--- src/rtl/note_line_parser_core_defines.svh ---
// ----------------------------------------------------------------------------
// note line parser assertion macros
// shared property forms for the parser checks
// ----------------------------------------------------------------------------
`ifndef NOTE_LINE_PARSER_CORE_DEFINES_SVH
`define NOTE_LINE_PARSER_CORE_DEFINES_SVH

// same-cycle implication, held off during reset
`define NLP_ASSERT_NOW(label, clk, rst, ante, cons) \
  label: assert property (@(posedge clk) disable iff (rst) (ante) |-> (cons)) \
    else $error("note line parser check failed");

// next-cycle implication, held off during reset
`define NLP_ASSERT_NEXT(label, clk, rst, ante, cons) \
  label: assert property (@(posedge clk) disable iff (rst) (ante) |=> (cons)) \
    else $error("note line parser check failed");

`endif

--- src/rtl/nlp_pkg.sv ---
// ----------------------------------------------------------------------------
// nlp_pkg
// types and character codes shared by the note line parser
// ----------------------------------------------------------------------------
`timescale 1ns / 1ps

package nlp_pkg;

  localparam logic [7:0] CH_EQUAL = 8'h3d;
  localparam logic [7:0] CH_MINUS = 8'h2d;
  localparam logic [7:0] CH_PLUS  = 8'h2b;
  localparam logic [7:0] CH_HASH  = 8'h23;
  localparam logic [7:0] CH_SLASH = 8'h2f;
  localparam logic [7:0] CH_CR    = 8'h0d;
  localparam logic [7:0] CH_LF    = 8'h0a;
  localparam logic [7:0] CH_SPACE = 8'h20;
  localparam logic [7:0] CH_LOW_B = 8'h62;
  localparam logic [7:0] CH_ZERO  = 8'h30;
  localparam logic [7:0] CH_ONE   = 8'h31;
  localparam logic [7:0] CH_NINE  = 8'h39;
  localparam logic [7:0] CH_UP_A  = 8'h41;
  localparam logic [7:0] CH_UP_G  = 8'h47;
  localparam logic [7:0] CH_LOW_A = 8'h61;
  localparam logic [7:0] CH_LOW_G = 8'h67;

  localparam logic [2:0] ACC_NONE  = 3'd0;
  localparam logic [2:0] ACC_MINUS = 3'd1;
  localparam logic [2:0] ACC_PLUS  = 3'd2;
  localparam logic [2:0] ACC_FLAT  = 3'd3;
  localparam logic [2:0] ACC_SHARP = 3'd4;

  typedef enum logic [1:0] {
    KIND_NOTE  = 2'd0,
    KIND_ERROR = 2'd1,
    KIND_END   = 2'd2
  } kind_t;

  typedef enum logic [9:0] {
    PH_LINE_START = 10'b00_0000_0001,
    PH_COMMENT    = 10'b00_0000_0010,
    PH_ACC_OR_OCT = 10'b00_0000_0100,
    PH_OCTAVE     = 10'b00_0000_1000,
    PH_DASH       = 10'b00_0001_0000,
    PH_NUMER      = 10'b00_0010_0000,
    PH_AFTER_NUM  = 10'b00_0100_0000,
    PH_DENOM      = 10'b00_1000_0000,
    PH_AFTER_DEN  = 10'b01_0000_0000,
    PH_LF         = 10'b10_0000_0000
  } phase_t;

  typedef struct packed {
    logic [2:0] letter;
    logic [2:0] accidental;
    logic [3:0] octave;
    logic [3:0] numerator;
    logic [3:0] denominator;
  } held_t;

  typedef struct packed {
    kind_t      kind;
    logic [2:0] letter;
    logic [2:0] accidental;
    logic [3:0] octave;
    logic [3:0] numerator;
    logic [3:0] denominator;
  } result_t;

endpackage

--- src/rtl/nlp_step.sv ---
// ----------------------------------------------------------------------------
// nlp_step
// one parser transition: phase and held fields in, next values and result out
// ----------------------------------------------------------------------------
`timescale 1ns / 1ps

module nlp_step (
  input  nlp_pkg::phase_t  phase,
  input  nlp_pkg::held_t   held,
  input  logic [7:0]       byte_value,
  input  logic             end_of_input,
  output nlp_pkg::phase_t  phase_next,
  output nlp_pkg::held_t   held_next,
  output logic             emit,
  output nlp_pkg::result_t result
);

  logic is_digit;
  logic is_denom;
  logic is_letter;
  logic note_done;
  logic fail;

  assign is_digit  = (byte_value >= nlp_pkg::CH_ZERO) && (byte_value <= nlp_pkg::CH_NINE);
  assign is_denom  = (byte_value >= nlp_pkg::CH_ONE) && (byte_value <= nlp_pkg::CH_NINE);
  assign is_letter = ((byte_value >= nlp_pkg::CH_UP_A) && (byte_value <= nlp_pkg::CH_UP_G)) ||
                     ((byte_value >= nlp_pkg::CH_LOW_A) && (byte_value <= nlp_pkg::CH_LOW_G));

  always_comb begin
    phase_next = phase;
    held_next  = held;
    note_done  = 1'b0;
    fail       = 1'b0;
    emit       = 1'b0;
    result     = '{kind: nlp_pkg::KIND_ERROR, letter: 3'd0, accidental: 3'd0,
                   octave: 4'd0, numerator: 4'd0, denominator: 4'd1};

    if (end_of_input) begin
      if (phase == nlp_pkg::PH_COMMENT || phase == nlp_pkg::PH_ACC_OR_OCT ||
          phase == nlp_pkg::PH_OCTAVE || phase == nlp_pkg::PH_DASH ||
          phase == nlp_pkg::PH_NUMER || phase == nlp_pkg::PH_AFTER_NUM ||
          phase == nlp_pkg::PH_DENOM || phase == nlp_pkg::PH_AFTER_DEN ||
          phase == nlp_pkg::PH_LF) begin
        fail = (phase != nlp_pkg::PH_COMMENT);
      end
      emit = 1'b1;
      if (!fail) begin
        result.kind = nlp_pkg::KIND_END;
      end
      phase_next = nlp_pkg::PH_LINE_START;
    end else begin
      unique case (phase)
        nlp_pkg::PH_COMMENT: begin
          if (byte_value == nlp_pkg::CH_LF) begin
            phase_next = nlp_pkg::PH_LINE_START;
          end
        end
        nlp_pkg::PH_ACC_OR_OCT: begin
          phase_next = nlp_pkg::PH_OCTAVE;
          if (is_digit) begin
            held_next.octave = byte_value[3:0];
            phase_next       = nlp_pkg::PH_DASH;
          end else if (byte_value == nlp_pkg::CH_SPACE) begin
            held_next.accidental = nlp_pkg::ACC_NONE;
          end else if (byte_value == nlp_pkg::CH_MINUS) begin
            held_next.accidental = nlp_pkg::ACC_MINUS;
          end else if (byte_value == nlp_pkg::CH_PLUS) begin
            held_next.accidental = nlp_pkg::ACC_PLUS;
          end else if (byte_value == nlp_pkg::CH_LOW_B) begin
            held_next.accidental = nlp_pkg::ACC_FLAT;
          end else if (byte_value == nlp_pkg::CH_HASH) begin
            held_next.accidental = nlp_pkg::ACC_SHARP;
          end else begin
            fail = 1'b1;
          end
        end
        nlp_pkg::PH_OCTAVE: begin
          held_next.octave = byte_value[3:0];
          phase_next       = nlp_pkg::PH_DASH;
          fail             = !is_digit;
        end
        nlp_pkg::PH_DASH: begin
          phase_next = nlp_pkg::PH_NUMER;
          fail       = (byte_value != nlp_pkg::CH_MINUS);
        end
        nlp_pkg::PH_NUMER: begin
          held_next.numerator = byte_value[3:0];
          phase_next          = nlp_pkg::PH_AFTER_NUM;
          fail                = !is_digit;
        end
        nlp_pkg::PH_AFTER_NUM: begin
          if (byte_value == nlp_pkg::CH_SLASH) begin
            phase_next = nlp_pkg::PH_DENOM;
          end else if (byte_value == nlp_pkg::CH_CR) begin
            phase_next = nlp_pkg::PH_LF;
          end else begin
            note_done = 1'b1;
          end
        end
        nlp_pkg::PH_DENOM: begin
          held_next.denominator = byte_value[3:0];
          phase_next            = nlp_pkg::PH_AFTER_DEN;
          fail                  = !is_denom;
        end
        nlp_pkg::PH_AFTER_DEN: begin
          if (byte_value == nlp_pkg::CH_CR) begin
            phase_next = nlp_pkg::PH_LF;
          end else begin
            note_done = 1'b1;
          end
        end
        nlp_pkg::PH_LF: begin
          note_done = 1'b1;
        end
        default: begin
          // line start, and any code with no meaning
          if (byte_value == nlp_pkg::CH_EQUAL) begin
            phase_next = nlp_pkg::PH_COMMENT;
          end else if (is_letter) begin
            // 'A'..'G' and 'a'..'g' share low bits 1..7
            held_next.letter      = byte_value[2:0] - 3'd1;
            held_next.accidental  = nlp_pkg::ACC_NONE;
            held_next.denominator = 4'd1;
            phase_next            = nlp_pkg::PH_ACC_OR_OCT;
          end else begin
            fail = 1'b1;
          end
        end
      endcase

      if (note_done) begin
        phase_next = nlp_pkg::PH_LINE_START;
        emit       = 1'b1;
        if (byte_value == nlp_pkg::CH_LF) begin
          result = '{kind: nlp_pkg::KIND_NOTE, letter: held.letter,
                     accidental: held.accidental, octave: held.octave,
                     numerator: held.numerator, denominator: held.denominator};
        end
      end

      if (fail) begin
        // held fields may change but are rewritten before the next note
        phase_next = nlp_pkg::PH_LINE_START;
        emit       = 1'b1;
      end
    end
  end

endmodule

--- src/rtl/note_line_parser_core.sv ---
// ----------------------------------------------------------------------------
// note_line_parser_core
// byte-serial parser for note text lines
// ----------------------------------------------------------------------------
// Takes one byte word per clock while byte_stall is low, with no gaps needed
// between words. Each word is parsed in the cycle it is accepted; any result
// goes to the result register, or to the one skid entry if that register still
// holds an untaken result, so the byte side keeps flowing while a result
// waits; byte_stall rises only when both hold a result that is not yet taken.
// Bytes inside a comment or mid-line give no result; a finished line gives a
// note, a bad byte an error, and end of input an end or error result.
`timescale 1ns / 1ps
`include "note_line_parser_core_defines.svh"

module note_line_parser_core (
  input  logic       clk,
  input  logic       rst,
  input  logic       byte_valid,
  output logic       byte_stall,
  input  logic [7:0] byte_value,
  input  logic       end_of_input,
  output logic       result_valid,
  input  logic       result_stall,
  output logic [1:0] result_kind,
  output logic [2:0] note_letter,
  output logic [2:0] accidental_code,
  output logic [3:0] octave_number,
  output logic [3:0] duration_numerator,
  output logic [3:0] duration_denominator
);

  nlp_pkg::phase_t  phase;
  nlp_pkg::phase_t  phase_next;
  nlp_pkg::held_t   held;
  nlp_pkg::held_t   held_next;
  nlp_pkg::result_t step_result;
  logic             step_emit;

  nlp_pkg::result_t out_res;
  nlp_pkg::result_t out_res_next;
  logic             out_valid_next;
  nlp_pkg::result_t skid_res;
  nlp_pkg::result_t skid_res_next;
  logic             skid_valid;
  logic             skid_valid_next;

  logic accept;
  logic pop;
  logic push;

  nlp_step u_step (
    .phase        (phase),
    .held         (held),
    .byte_value   (byte_value),
    .end_of_input (end_of_input),
    .phase_next   (phase_next),
    .held_next    (held_next),
    .emit         (step_emit),
    .result       (step_result)
  );

  assign byte_stall = skid_valid;
  assign accept     = byte_valid && !byte_stall;
  assign pop        = result_valid && !result_stall;
  assign push       = accept && step_emit;

  always_comb begin
    out_valid_next  = result_valid;
    out_res_next    = out_res;
    skid_valid_next = skid_valid;
    skid_res_next   = skid_res;
    if (pop) begin
      if (skid_valid) begin
        out_res_next    = skid_res;
        skid_valid_next = 1'b0;
      end else if (push) begin
        out_res_next = step_result;
      end else begin
        out_valid_next = 1'b0;
      end
    end else if (push) begin
      if (!result_valid) begin
        out_valid_next = 1'b1;
        out_res_next   = step_result;
      end else begin
        skid_valid_next = 1'b1;
        skid_res_next   = step_result;
      end
    end
  end

  always_ff @(posedge clk) begin
    if (rst) begin
      phase        <= nlp_pkg::PH_LINE_START;
      held         <= '{letter: 3'd0, accidental: 3'd0, octave: 4'd0,
                        numerator: 4'd1, denominator: 4'd1};
      result_valid <= 1'b0;
      skid_valid   <= 1'b0;
    end else begin
      if (accept) begin
        phase <= phase_next;
        held  <= held_next;
      end
      result_valid <= out_valid_next;
      skid_valid   <= skid_valid_next;
    end
  end

  always_ff @(posedge clk) begin
    out_res  <= out_res_next;
    skid_res <= skid_res_next;
  end

  assign result_kind          = out_res.kind;
  assign note_letter          = out_res.letter;
  assign accidental_code      = out_res.accidental;
  assign octave_number        = out_res.octave;
  assign duration_numerator   = out_res.numerator;
  assign duration_denominator = out_res.denominator;

  `NLP_ASSERT_NOW(a_skid_behind_out, clk, rst, skid_valid, result_valid)
  `NLP_ASSERT_NEXT(a_skid_moves_up, clk, rst, skid_valid && !result_stall, result_valid)
  `NLP_ASSERT_NOW(a_plain_fields, clk, rst,
    result_valid && (result_kind != nlp_pkg::KIND_NOTE),
    (note_letter == 3'd0) && (duration_denominator == 4'd1))

endmodule
--- config.mk ---
export PLATFORM = sky130hd
export DESIGN_NAME = note_line_parser_core
export DESIGN_NICKNAME = d
export VERILOG_FILES = /design/src/rtl/nlp_pkg.sv /design/src/rtl/nlp_step.sv /design/src/rtl/note_line_parser_core.sv
export VERILOG_INCLUDE_DIRS = /design/src /design/src/rtl
export SDC_FILE = /design/constraint.sdc
export NUM_CORES = 1
export LEC_CHECK = 0
export BUFFER_PORTS_ARGS = -buffer_cell sky130_fd_sc_hd__buf_2
export CAP_MARGIN = 20
export CORE_UTILIZATION = 56
export CTS_BUF_LIST = sky130_fd_sc_hd__clkbuf_4 sky130_fd_sc_hd__clkbuf_8
export DETAILED_ROUTE_END_ITERATION = 10
export GPL_TIMING_DRIVEN = 0
export PLACE_DENSITY = 0.75
export SETUP_SLACK_MARGIN = 0.1
export SYNTH_ARGS = -nofsm -noshare
export SYNTH_HDL_FRONTEND = slang
export SYNTH_HIERARCHICAL = 1
export SYNTH_SLANG_ARGS = --single-unit
--- constraint.sdc ---
create_clock -name clk -period 4.2 [get_ports clk]
set_input_delay 0.63 -clock clk [delete_from_list [all_inputs] [get_ports clk]]
set_output_delay 0.63 -clock clk [all_outputs]
set_load 0.005 [all_outputs]
* Word level (Yosys, flattened, before mapping)
Index checks and enable logic that the tools add are counted.
Storage, ports and cells: register bits after elaboration 70, output and inout port bits 22
Cells by class: equal/unequal tests 30, bitwise logic cells 6, add/subtract/negate cells 1, reduce and logical (&&, ||, !) cells 42, multiplexer cells 57, $lt $le $gt $ge 7
Operators by type and width (number):
- 2-to-1 mux 20 bit | 6
- case mux 10 bit (9 select lines) | 1
- 2-to-1 mux 10 bit | 8
- == test 8 x 6 -> 1 bit, second input constant | 6
- 2-to-1 mux 3 bit | 8
- 2-to-1 mux 1 bit | 21
- 2-to-1 mux 19 bit | 1
- 2-to-1 mux 18 bit | 1
- == test 8 x 4 -> 1 bit, second input constant | 2
- greater-or-equal comparator 8 x 6 -> 1 bit, second input constant | 2
- greater-or-equal comparator 8 x 7 -> 1 bit, second input constant | 2
- <= comparator 8 x 7 -> 1 bit, second input constant | 2
- case mux 4 bit (2 select lines) | 2
- OR reduction 8 bit | 2
- nonzero test 13 bit | 1
- 2-to-1 mux 4 bit | 3
- AND reduction 3 bit | 4
- == test 10 bit, second input constant | 1
- == test 10 x 2 -> 1 bit, second input constant | 1
- == test 10 x 3 -> 1 bit, second input constant | 1
- == test 10 x 4 -> 1 bit, second input constant | 1
- == test 10 x 5 -> 1 bit, second input constant | 1
- == test 10 x 6 -> 1 bit, second input constant | 1
- == test 10 x 7 -> 1 bit, second input constant | 1
- 29 further kinds | 64

* Longest topological paths before layout
Gate-level depths: netlist (run 1).
depth in word-level cells 16, mapped depth 13

* Cells and area by module
Netlist (run 1), hierarchy kept.
By module, submodules not included:
- note_line_parser_core | seq. area each 1801.7 um2, cells each 202, area each 2625.0 um2, times used 1
- nlp_step | seq. area each 0.0 um2, cells each 169, area each 1132.3 um2, times used 1

* Worst setup path after synthesis (run 1)
Ideal clock, no wire load.
path kind register -> register, start point reg phase[9], end point reg out_res (netlist bit accidental_code[0]) (enable), buffers on the path 0, cell stages (with the launch flop) 10, library setup time 0.428 ns, setup slack -0.032 ns, arrival 3.804 ns, period minus slack after synthesis 4.232 ns, cells stage by stage dfxtp_1 > or4_4 > or3_4 > a41oi_2 > a22oi_2 > o2111ai_2 > or2_2 > nand2_1 > ha_1 > a211oi_1
On the way: cells in the longest elaborated chain, start to end 9
Ends and longest elaborated chain:
- start, declared | line note_line_parser_core.sv:32 | nlp_pkg::phase_t phase;
- start signal, assigned | line note_line_parser_core.sv:94 | phase <= nlp_pkg::PH_LINE_START;
- start signal, assigned | line note_line_parser_core.sv:101 | phase <= phase_next;
- == test 10 bit, or another cell as far along | line nlp_step.sv:52 | unique case (phase)
- OR reduction 4 bit (no source line), or another cell as far along
- case mux 1 bit (5 select lines) / 2-to-1 mux 1 bit (equally long branches) | line nlp_step.sv:52, nlp_step.sv:38
- 2-to-1 mux 1 bit, on equally long branches | line nlp_step.sv:38, nlp_step.sv:131
- 2-to-1 mux 1 bit (*) | line nlp_step.sv:141 | if (fail) begin
- 2-to-1 mux 1 bit (*) | line nlp_step.sv:38 | if (end_of_input) begin
- via step_emit | line note_line_parser_core.sv:37 | logic step_emit;
- logical AND 1 bit (*) | line note_line_parser_core.sv:65 | assign push = accept && step_emit;
- nonzero test 2 bit (no source line)
- AND reduction 3 bit (no source line) (*)
- end signal, assigned | line note_line_parser_core.sv:110 | out_res <= out_res_next;
- end, declared | line note_line_parser_core.sv:39 | nlp_pkg::result_t out_res;
The timed path passes the listed nets; every way through them passes the cells marked *. The select of a mux whose other input is x is not followed. A chain may end at the register's enable or synchronous reset.

* Worst setup path after layout (run 1)
start point reg phase[1], end point reg out_res (netlist bit note_letter[2]) (enable)
The elaborated chain is that of the path after synthesis.

==> summary.md, run 1 <==
| Metric | Value |
|---|---|
| Status | finished with violations |
| Failing checks | DRC |
| CP top delay family | simple AND/OR/NAND/NOR gates |
| Worst hold slack | 0.456 ns |
| Clock transition at path regs | about 0.08 ns |
| Synth cell count leaders | 72 x nand2_1, 40 x edfxtp_1, 33 x a21oi_1 |
| Core ar. | 0.00642 sq mm |
| Final hold vios | 0 |
| Fin area | between 0.004 and 0.005 sq mm |
| Post-synth top area share | between 30% and 40% |
| Syn Std Cell Area | 0.00376 sq mm |
| Synth Flop Type | edfxtp_1 |
| Clk buf depth | 2 |
| CTS tree | built |
| Count of cell types in the netlist | 56 |
| Worst path required time | approximately 4.2 ns |
| MaxCap Viol Count | 0 |
| Synth area leader | edfxtp_1 |
| Starting density of the core | about three fifths |
| Syn Area/Cell | 10.1 sq um |
| CTS sink count | 70 |
| Via-to-Cell Ratio | between 5 and 6 |
| Cts repair resizes | 0 |
| Initial antenna violation count | 0 |
| Worst VDD drop | around 0.21 mV |
| Vias in the first global route | around 2,700 |
| Dpl hpwl | slightly below 6 mm |
| Worst skew pair latency | between 0.3 and 0.4 ns |
| Total wire length | 8.23 mm |
| Max frequency | roughly 270 MHz |
| Worst Path Max Fanout | 20 |
| Post-synthesis sequential area ratio | 48.0% |
| Wire per inst | about 17 um |
| DRC errors left | 7 |
| Slew HR | about half |
| CP endpoint kind | flip-flop |
| GR Overflow Total | 0 |
| Total GRT Usage | 24.5% |
| NumNets Final | ~440 |
| Via count | between 2,000 and 3,000 |
| Most common cell in the netlist | nand2_1 |
| Max-slew violation count | 0 |
| Fraction of registers with async set/reset | 0% |
| First-pass GRT wire length | around 13 mm |
| Skew final | ~0.0099 ns |
| RSZ-0062 raised after global routing | no |
| Max H-tree Level | 3 |
| Fin util | approximately two thirds |
| Top-Level Pins | 35 |
| 1st-pass router iterations | 8 |
| Antenna-violating nets left | 0 |
| Die X | ~84 um |
| Synthesized flop and latch total | 70 |
| Post-synth EDFFs | 40 |
| Fill cell count | 530 |
| Synth area leaders | edfxtp_1 32%, dfxtp_1 16%, mux2_4 8.0%, nand2_1 7.2%, a21oi_1 4.4% |
| Die ar. | 0.00704 sq mm |
| Min Tclk post-route | approximately 3.7 ns |
| Final Wtd Congestion | roughly 0.93 |
| Diodes inserted | 0 |
| LEAKAGE | roughly 1.6 nW |
| YS warnings | 6 |
| Path type of the worst min-delay path | reg2reg |
| Largest net degree at the start of global routing | 21 |
| Final Cycle Share | roughly 88% |
| Setup TNS | 0 ns |
| Post-Syn Nets | 390 |
| Number of buffers added on ports | 33 |
| Slowest Stage Delay on Critical Path | just under 0.7 ns |
| Detailed Route Iter0 Violations | between 150 and 200 |
| Hold-fix buffers, CTS | 0 |
| Worst Path Buf+Inv | 2 |
| P&R area growth vs syn | 12.5% |
| Syn Inst Count | roughly 370 |
| Critical path class | reg2reg |
| CP startpoint kind | flip-flop |
| Die H | between 80 and 90 um |
| Cts bufs inserted | 9 |
| Clock Root Buffer | clkbuf_8 |
| Setup repair bufs after CTS | 0 |
| Worst-margin pin slew | ~0.7 ns |
| Layout cells sized above 1 | a little under a quarter |
| Power per cell area | 326 mW/mm^2 |
| # setup viols final | 0 |
| Slowest cell on crit path | nor4b_1 |
| # rows | 29 |
| Placed cell area | 0.00405 sq mm |
| CP cell instances | clkbuf_1 > nor3_1 > nand2b_1 > nor4b_1 > a22oi_2 > o2111ai_2 > or2_2 > nand2_1 > ha_1 > a211oi_4 > buf_8 |
| CP Data Arrival Time | between 3 and 4 ns |
==> worst register-to-register path, delay by kind of cell, from the launching register on <==
kind / cells / cell delay [ns]
flip-flops: 1 / 0.31
AND/OR/NAND/NOR: 5 / 1.63
buffers and inverters: 2 / 0.41
adder cells (fa/ha/maj): 1 / 0.21
AO/OA/AOI/OAI: 3 / 0.82
==> where the power goes <==
group	switching, mW	total, mW	internal (mW)
sequential	0.0121	0.763	0.751
combinational	0.0855	0.135	0.0500
clock	0.266	0.482	0.216
total	0.363	1.38	1.02
==> layout make-up <==
type / instances / area [sq um] / area share [%]
sequential: 70 / 1800 / 42.6
clock inverter: 7 / 48.8 / 1.15
clock buffer: 9 / 124 / 2.93
multi-input combinational: 276 / 1850 / 43.7
timing repair buffer: 34 / 180 / 4.26
inverter: 7 / 26.3 / 0.622
tap: 77 / 96.3 / 2.28
buffer: 18 / 104 / 2.46
==> layout by cell type, fill, tap and decap left out, types with 4 or more instances in the layout <==
cell type  count
ha_1           6
nand2_1       72
nand3b_1       4
nor2_1        18
nor3_1        12
or3_1          4
o21ai_0        8
nor4_1         4
dfxtp_1       30
clkbuf_1      10
inv_1          7
mux2_4        20
nor2b_1        4
buf_2         35
and2_1        16
edfxtp_1      40
xor2_1         4
clkbuf_8       9
a21oi_1       33
nand3_1        8
mux2_2         9
==> cells by family (layout without fill, tap and decap cells) <==
family | Yosys count | count (layout) | synth area share (%)
simple gates | 166 | 166 | 22.5
flops | 70 | 70 | 48.0
compound gates | 67 | 67 | 11.4
mux | 32 | 32 | 11.5
buf+inv | 25 | 75 | 3.46
fa+ha+maj | 6 | 6 | 2.00
xor+xnor | 5 | 5 | 1.17
==> path summary, 6_finish.rpt <==
path | slack [ns] | startpoint | to | depth (start not counted)
min reg2reg | 0.46 | phase[1]$_SDFFE_PP0P_ | phase[1]$_SDFFE_PP0P_ | 2
max reg2reg | 0.52 | phase[1]$_SDFFE_PP0P_ | note_letter[2]$_DFFE_PP_ | 11
min | 0.46 | phase[1]$_SDFFE_PP0P_ | phase[1]$_SDFFE_PP0P_ | 2
max | 0.52 | phase[1]$_SDFFE_PP0P_ | note_letter[2]$_DFFE_PP_ | 11
==> layer usage <==
| layer | track usage (%) | part of all wire [%] | vias to the layer above |
|---|---|---|---|
| met4 | 10.2 | 1.3 | 0 |
| met3 | 3.66 | 4.8 | 12 |
| met2 | 40.2 | 48 | 90 |
| met1 | 32.5 | 45 | 1330 |
| met5 | 0 | 0 | - |
| li1 | - | - | 1422 |
==> sequential cells by signal, summed over array words and instances, names as in the netlist <==
register              count
duration_numerator        4
byte_stall                1
phase                    10
result_kind               2
result_valid              1
accidental_code           3
note_letter               3
duration_denominator      4
octave_number             4
held                     18
skid_res                 20
==> stage by stage <==
| stage | setup WS [ns] | power [mW] | std cells |
|---|---|---|---|
| 3_3_place_gp | -0.110 | 0.904 | 481 |
| 6_report | 0.515 | 1.38 | 498 |
| 3_5_place_dp | 0.455 | 0.913 | 482 |
| 2_1_floorplan | 0.646 | 0.853 | 371 |
| 5_1_grt | 0.280 | 1.43 | 498 |
| 4_1_cts | 0.439 | 1.39 | 498 |
Note: power is estimated with default switching activity, not from simulation.
==> run 2, diff against run 1 <==
Settings changed: CELL_PAD_IN_SITES_DETAIL_PLACEMENT set to 0, CELL_PAD_IN_SITES_GLOBAL_PLACEMENT set to 1, CORE_UTILIZATION 56 to 42, CTS_BUF_LIST sky130_fd_sc_hd__clkbuf_4 sky130_fd_sc_hd__clkbuf_8 to unset, PLACE_DENSITY 0.75 to 0.72.
==> summary.md, run 2 (synthesized netlist as in run 1, its figures left out) <==
| Metric | Value |
|---|---|
| Detailed Route Iter0 Violations | approximately 130 |
| Top-Level Pins | 35 |
| Die ar. | a little over 0.009 sq mm |
| Final Power | between 1 and 1.5 mW |
| Largest net degree at the start of global routing | 21 |
| Worst path required time | ~4.3 ns |
| CP top delay family | simple AND/OR/NAND/NOR gates |
| MaxCap Viol Count | 0 |
| Number of buffers added on ports | 33 |
| Die X | ~97 um |
| Max H-tree Level | 3 |
| Fin area | approximately 0.0043 sq mm |
| Placed cells | 514 |
| Final Wtd Congestion | between 0.8 and 0.9 |
| Most frequent cells in the layout | 72 x nand2_1, 40 x edfxtp_1, 35 x buf_2, 33 x a21oi_1, 30 x dfxtp_1 |
| Skew final | 0.0112 ns |
| # setup viols final | 0 |
| # rows | 34 |
| Diodes inserted | 0 |
| GR Overflow Total | 0 |
| NumNets Final | ~440 |
| Slowest Stage Delay on Critical Path | around 0.56 ns |
| CTS sink count | 70 |
| P&R area growth vs syn | 13.8% |
| Final hold vios | 0 |
| Cts bufs inserted | 9 |
| Vias in the first global route | between 2,000 and 3,000 |
| Core ar. | 0.00868 sq mm |
| CP Data Arrival Time | 3.51 ns |
| 1st-pass router iterations | 4 |
| Via-to-Cell Ratio | 5.36 |
| DRC errors left | 0 |
| Slew HR | between 50% and 60% |
| Worst-margin pin slew | between 0.6 and 0.7 ns |
| Biggest regs | skid_res (20), held (18), phase (10) |
| Total wire length | 8.25 mm |
| RSZ-0062 raised after global routing | no |
| Total GRT Usage | between 10% and 20% |
| Status | finished clean |
| Initial antenna violation count | 0 |
| CTS tree | built |
| Switching part of the total power | around a quarter |
| Starting density of the core | about 43% |
| Clock transition at path regs | 0.08 ns |
| Placed cell area | between 0.004 and 0.005 sq mm |
| Dpl hpwl | about 6 mm |
| Layout Cells excl Fill | 530 |
| CP endpoint kind | flip-flop |
| Min Tclk post-route | 3.47 ns |
| Wire per inst | about 16 um |
| Worst Path Max Fanout | 20 |
| LEAKAGE | approximately 1.6 nW |
| Path type of the worst min-delay path | reg2reg |
| Combinational Power Share | under 10% |
| Slowest cell on crit path | nor4b_1 |
| Clk buf depth | 2 |
| Setup repair bufs after CTS | 0 |
| Critical path class | reg2reg |
| Via count | 2,839 |
| Worst VDD drop | roughly 0.17 mV |
| Reg with most FFs | skid_res |
| Clock Root Buffer | clkbuf_8 |
| Max-slew violation count | 0 |
| Antenna-violating nets left | 0 |
| Setup WS pre-CTS | 0.425 ns |
| Internal power | about 1.0 mW |
| Worst Path Buf+Inv | 2 |
| Largest register FFs | 20 |
| Final worst slack | 0.734 ns |
| Power per cell area | ~320 mW/mm^2 |
| Commonest non-fill, non-tap cell in the layout | nand2_1 |
| Hold-fix buffers, CTS | 0 |
| Net Sw Power | approximately 0.36 mW |
| Clock power frac | 35.0% |
| Fill cell count | 834 |
| Die H | 96.6 um |
| Max frequency | around 290 MHz |
| First-pass GRT wire length | between 10 and 15 mm |
| CP startpoint kind | flip-flop |
| CP cell instances | clkbuf_1 > nor3_1 > nand2b_1 > nor4b_1 > a22oi_2 > o2111ai_2 > or2_2 > nand2_1 > ha_1 > a211oi_4 > buf_8 |
| Register share of total power | between 50% and 60% |
| Layout cells sized above 1 | a little under a quarter |
| Final Cycle Share | between 80% and 90% |
| Cts repair resizes | 0 |
| Worst skew pair latency | 0.35 ns |
-- run 2: cell types whose count changed in the layout (fill, tap and decap cells not counted) --
cell / change
buf_8: +1
nor2_2: +1
nor2_4: -1
inv_6: -1
clkinv_4: +1
-- run 2: routing by layer --
layer	vias up	global-route usage, %	share of wire, %
met5	-	0	0
met4	0	6.99	2.3
met3	11	4.30	4.1
met2	66	29.4	45
met1	1340	26.3	49
li1	1422	-	-
-- run 2: area by class of cell --
class                           instances  area [sq um]  area share [%]
Inverter                                7          26.3           0.615
Tap cell                              108           135            3.16
Sequential cell                        70          1800            42.1
Clock buffer                            9           124            2.90
Multi-Input combinational cell        276          1840            43.0
Timing Repair Buffer                   35           195            4.57
Buffer                                 18           104            2.43
Clock inverter                          7          48.8            1.14
-- run 2: path summary, 6_finish.rpt --
check,from,endpoint,slack [ns],cells after the start
max,phase[1]$_SDFFE_PP0P_,accidental_code[1]$_DFFE_PP_,0.73,11
min,phase[3]$_SDFFE_PP0P_,phase[3]$_SDFFE_PP0P_,0.46,2
max reg2reg,phase[1]$_SDFFE_PP0P_,accidental_code[1]$_DFFE_PP_,0.73,11
min reg2reg,phase[3]$_SDFFE_PP0P_,phase[3]$_SDFFE_PP0P_,0.46,2
-- run 2: metrics by stage --
| step | hold slack (ns) | TNS, ns | util (%) |
|---|---|---|---|
| CTS | 0.459 | 0 | 49.3 |
| detailed placement | 0.450 | 0 | 47.3 |
| global placement | 0.442 | -7.89 | 46.8 |
| floorplan | 0.435 | 0 | - |
| finish | 0.456 | 0 | 49.3 |
| global route | 0.470 | 0 | 49.3 |
-- run 2: power by group through the flow --
| stage | combinational (mW) | clock, mW | sequential (mW) |
|---|---|---|---|
| CTS | 0.136 | 0.497 | 0.763 |
| detailed placement | 0.136 | 0 | 0.778 |
| global placement | 0.127 | 0 | 0.778 |
| global route | 0.152 | 0.528 | 0.766 |
| finish | 0.135 | 0.483 | 0.762 |
| floorplan | 0.0744 | 0 | 0.779 |
-- run 2: tightest hold or removal path, delay by kind of cell (launching register included) --
family / cells / cell delay (ns)
DFF: 1 / 0.31
and+or+nand+nor: 1 / 0.05
AOI/OAI and AO/OA: 1 / 0.05
==> run 3, diff against run 2 <==
Settings changed: ABC_AREA set to 1, CORE_UTILIZATION 42 to 40, PLACE_DENSITY 0.72 to 0.73.
Clock period 4.2 ns to 3 ns, I/O delays scaled along.
==> summary.md, run 3 <==
| Metric | Value |
|---|---|
| 1st-pass router iterations | 5 |
| Final Wtd Congestion | about 0.9 |
| Slew HR | around half |
| Detailed Route Iter0 Violations | 198 |
| Final hold vios | 0 |
| Power per cell area | approximately 500 mW/mm^2 |
| # setup viols final | 0 |
| CTS sink count | 70 |
| Flop-to-flop setup slack | 0.28 ns |
| GR Overflow Total | 0 |
| Worst skew pair latency | between 0.3 and 0.4 ns |
| Clock transition at path regs | approximately 0.08 ns |
| RSZ-0062 raised after global routing | yes |
| Synth Flop Type | edfxtp_1 |
| Largest net degree at the start of global routing | 21 |
| First-pass GRT wire length | 17.8 mm |
| Die ar. | around 0.011 sq mm |
| Hold-fix buffers, CTS | 0 |
| Biggest regs | skid_res (20), held (18), phase (10) |
| Post-Syn Nets | 624 |
| Die X | between 100 and 150 um |
| Path type of the worst min-delay path | reg2reg |
| Register area | between 0.0015 and 0.002 sq mm |
| Worst VDD drop | 0.271 mV |
| CP startpoint kind | flip-flop |
| Fill cell count | around 1,100 |
| Multi-input gate area | 0.00210 sq mm |
| Via-to-Cell Ratio | ~4.8 |
| Synth area leaders | edfxtp_1 28%, dfxtp_1 14%, nand2_1 13%, nor2_1 9.2%, nand3_1 8.5% |
| CTS tree | built |
| Min Tclk post-route | 2.72 ns |
| Fraction of registers with async set/reset | 0% |
| Max-slew violation count | 0 |
| Status | finished clean |
| Final Cycle Share | a little over 90% |
| Vias in the first global route | roughly 3,600 |
| Critical path class | reg2reg |
| Synth area leader | edfxtp_1 |
| Skew final | ~0.014 ns |
| CP endpoint kind | flip-flop |
| Setup WS pre-CTS | -0.440 ns |
| Count of cell types in the netlist | 40 |
| Syn Std Cell Area | approximately 0.0044 sq mm |
| Syn Inst Count | just over 600 |
| Most frequent cells in the layout | 153 x nand2_1, 105 x nor2_1, 82 x inv_1, 74 x nand3_1, 44 x buf_2 |
| Max H-tree Level | 3 |
| Worst Path Max Fanout | 10 |
| Worst path required time | about 3 ns |
| # rows | 37 |
| Layout cells sized above 1 | approximately 18% |
| Dpl hpwl | roughly 8.2 mm |
| Diodes inserted | 0 |
| Total wire length | about 11 mm |
| Syn Area/Cell | around 7.2 sq um |
| Setup TNS | 0 ns |
| Post-synthesis sequential area ratio | 41.3% |
| Worst-margin pin slew | about 0.74 ns |
| DRC errors left | 0 |
| Synthesized flop and latch total | 70 |
| Placed cells | ~770 |
| Top-Level Pins | 35 |
| NumNets Final | about 670 |
| Number of buffers added on ports | 32 |
| Reg with most FFs | skid_res |
| Cts bufs inserted | 9 |
| Commonest non-fill, non-tap cell in the layout | nand2_1 |
| Starting density of the core | around two fifths |
| Clk buf depth | 2 |
| Antenna-violating nets left | 0 |
| CP Data Arrival Time | about 2.7 ns |
| Total GRT Usage | between 20 and 25% |
| Layout Cells excl Fill | slightly below 800 |
| Largest register FFs | 20 |
| Wire per inst | around 13 um |
| Final worst slack | around 0.28 ns |
| Clock Root Buffer | clkbuf_8 |
| Max frequency | ~370 MHz |
| LEAKAGE | ~2.3 nW |
| Post-synth EDFFs | 40 |
| Synth cell count leaders | 153 x nand2_1, 107 x nor2_1, 82 x inv_1 |
| P&R area growth vs syn | 14.3% |
| Final Power | 2.51 mW |
| YS warnings | 6 |
| Core ar. | ~0.010 sq mm |
| Most common cell in the netlist | nand2_1 |
| Initial antenna violation count | 0 |
| Die H | 106 um |
| Worst hold slack | around 0.47 ns |
| MaxCap Viol Count | 0 |
| Via count | between 3,000 and 4,000 |
| Post-synth top area share | roughly 28% |
==> run 3: cell count changes in the layout (fill, tap and decap cells not counted), moves of 20 or more <==
cell	delta
nor2_1	+87
nand2_1	+81
inv_1	+75
nand3_1	+66
a21oi_1	-28
mux2_4	-20
==> run 3: cell families (layout without fill, tap and decap cells) <==
logic type               Yosys count  count (layout)  share of synthesized area (%)
AND/OR/NAND/NOR                  385             386                           41.5
buffers and inverters            114             163                           11.3
XOR/XNOR                           1               1                          0.201
AO/OA/AOI/OAI                     29              29                           3.95
flip-flops                        70              70                           41.3
adder cells (fa/ha/maj)            6               6                           1.72
==> run 3: metrics by stage <==
step	util [%]	area [sq um]
6_report	47.7	4990
5_1_grt	47.7	4990
4_1_cts	47.4	4950
3_5_place_dp	44.9	4700
3_3_place_gp	44.9	4700
2_1_floorplan	-	4370
==> run 3: area by class of cell <==
cell class | instances | share of cell area [%]
Clock buffer | 11 | 2.83
Sequential cell | 70 | 36.1
Buffer | 22 | 2.96
Tap cell | 136 | 3.41
Clock inverter | 5 | 2.13
Timing Repair Buffer | 33 | 3.61
Multi-Input combinational cell | 422 | 42.0
Inverter | 92 | 6.94
==> run 3: final timing paths <==
| kind | from | endpoint | depth (start not counted) |
|---|---|---|---|
| max | phase[9]$_SDFFE_PP0P_ | duration_numerator[0]$_DFFE_PP_ | 15 |
| min reg2reg | held[4]$_SDFFE_PP1P_ | held[4]$_SDFFE_PP1P_ | 2 |
| max reg2reg | phase[9]$_SDFFE_PP0P_ | duration_numerator[0]$_DFFE_PP_ | 15 |
| min | held[4]$_SDFFE_PP1P_ | held[4]$_SDFFE_PP1P_ | 2 |
==> run 3: timing repair <==
item	in CTS	in global routing
gates resized for setup	1	2
gates cloned	0	1
pin swaps	0	2
setup buffers	0	1
endpoints found under the setup margin	20	40
==> run 3: worst max-delay path, cell delays in order (launching register included) <==
cell and delay, ns:
dfxtp_1 0.48, nor2_4 0.12, nand2_1 0.08, inv_1 0.05, nand2_2 0.10, nand2_1 0.10, nor2_2 0.16, nand2_2 0.10
nor2_4 0.16, nand2_2 0.08, nand3_2 0.14, nand2_1 0.14, ha_1 0.21, inv_1 0.05, nand2_1 0.13, nor2_4 0.29
==> run 3: where the power goes <==
part / total [mW] / internal, mW / leakage, nW / switching [mW]
Combinational: 0.432 / 0.148 / 1.54 / 0.284
Sequential: 1.13 / 1.09 / 0.602 / 0.0390
Clock: 0.954 / 0.577 / 0.120 / 0.377
==> run 3: per-layer routing <==
| layer | track usage (%) | vias to the layer above | wire (um) |
|---|---|---|---|
| met5 | 0 | - | 0 |
| met4 | 8.32 | 0 | 224 |
| met3 | 3.31 | 18 | 450 |
| met2 | 33.7 | 95 | 5000 |
| met1 | 26.7 | 1670 | 4960 |
| li1 | - | 1980 | - |
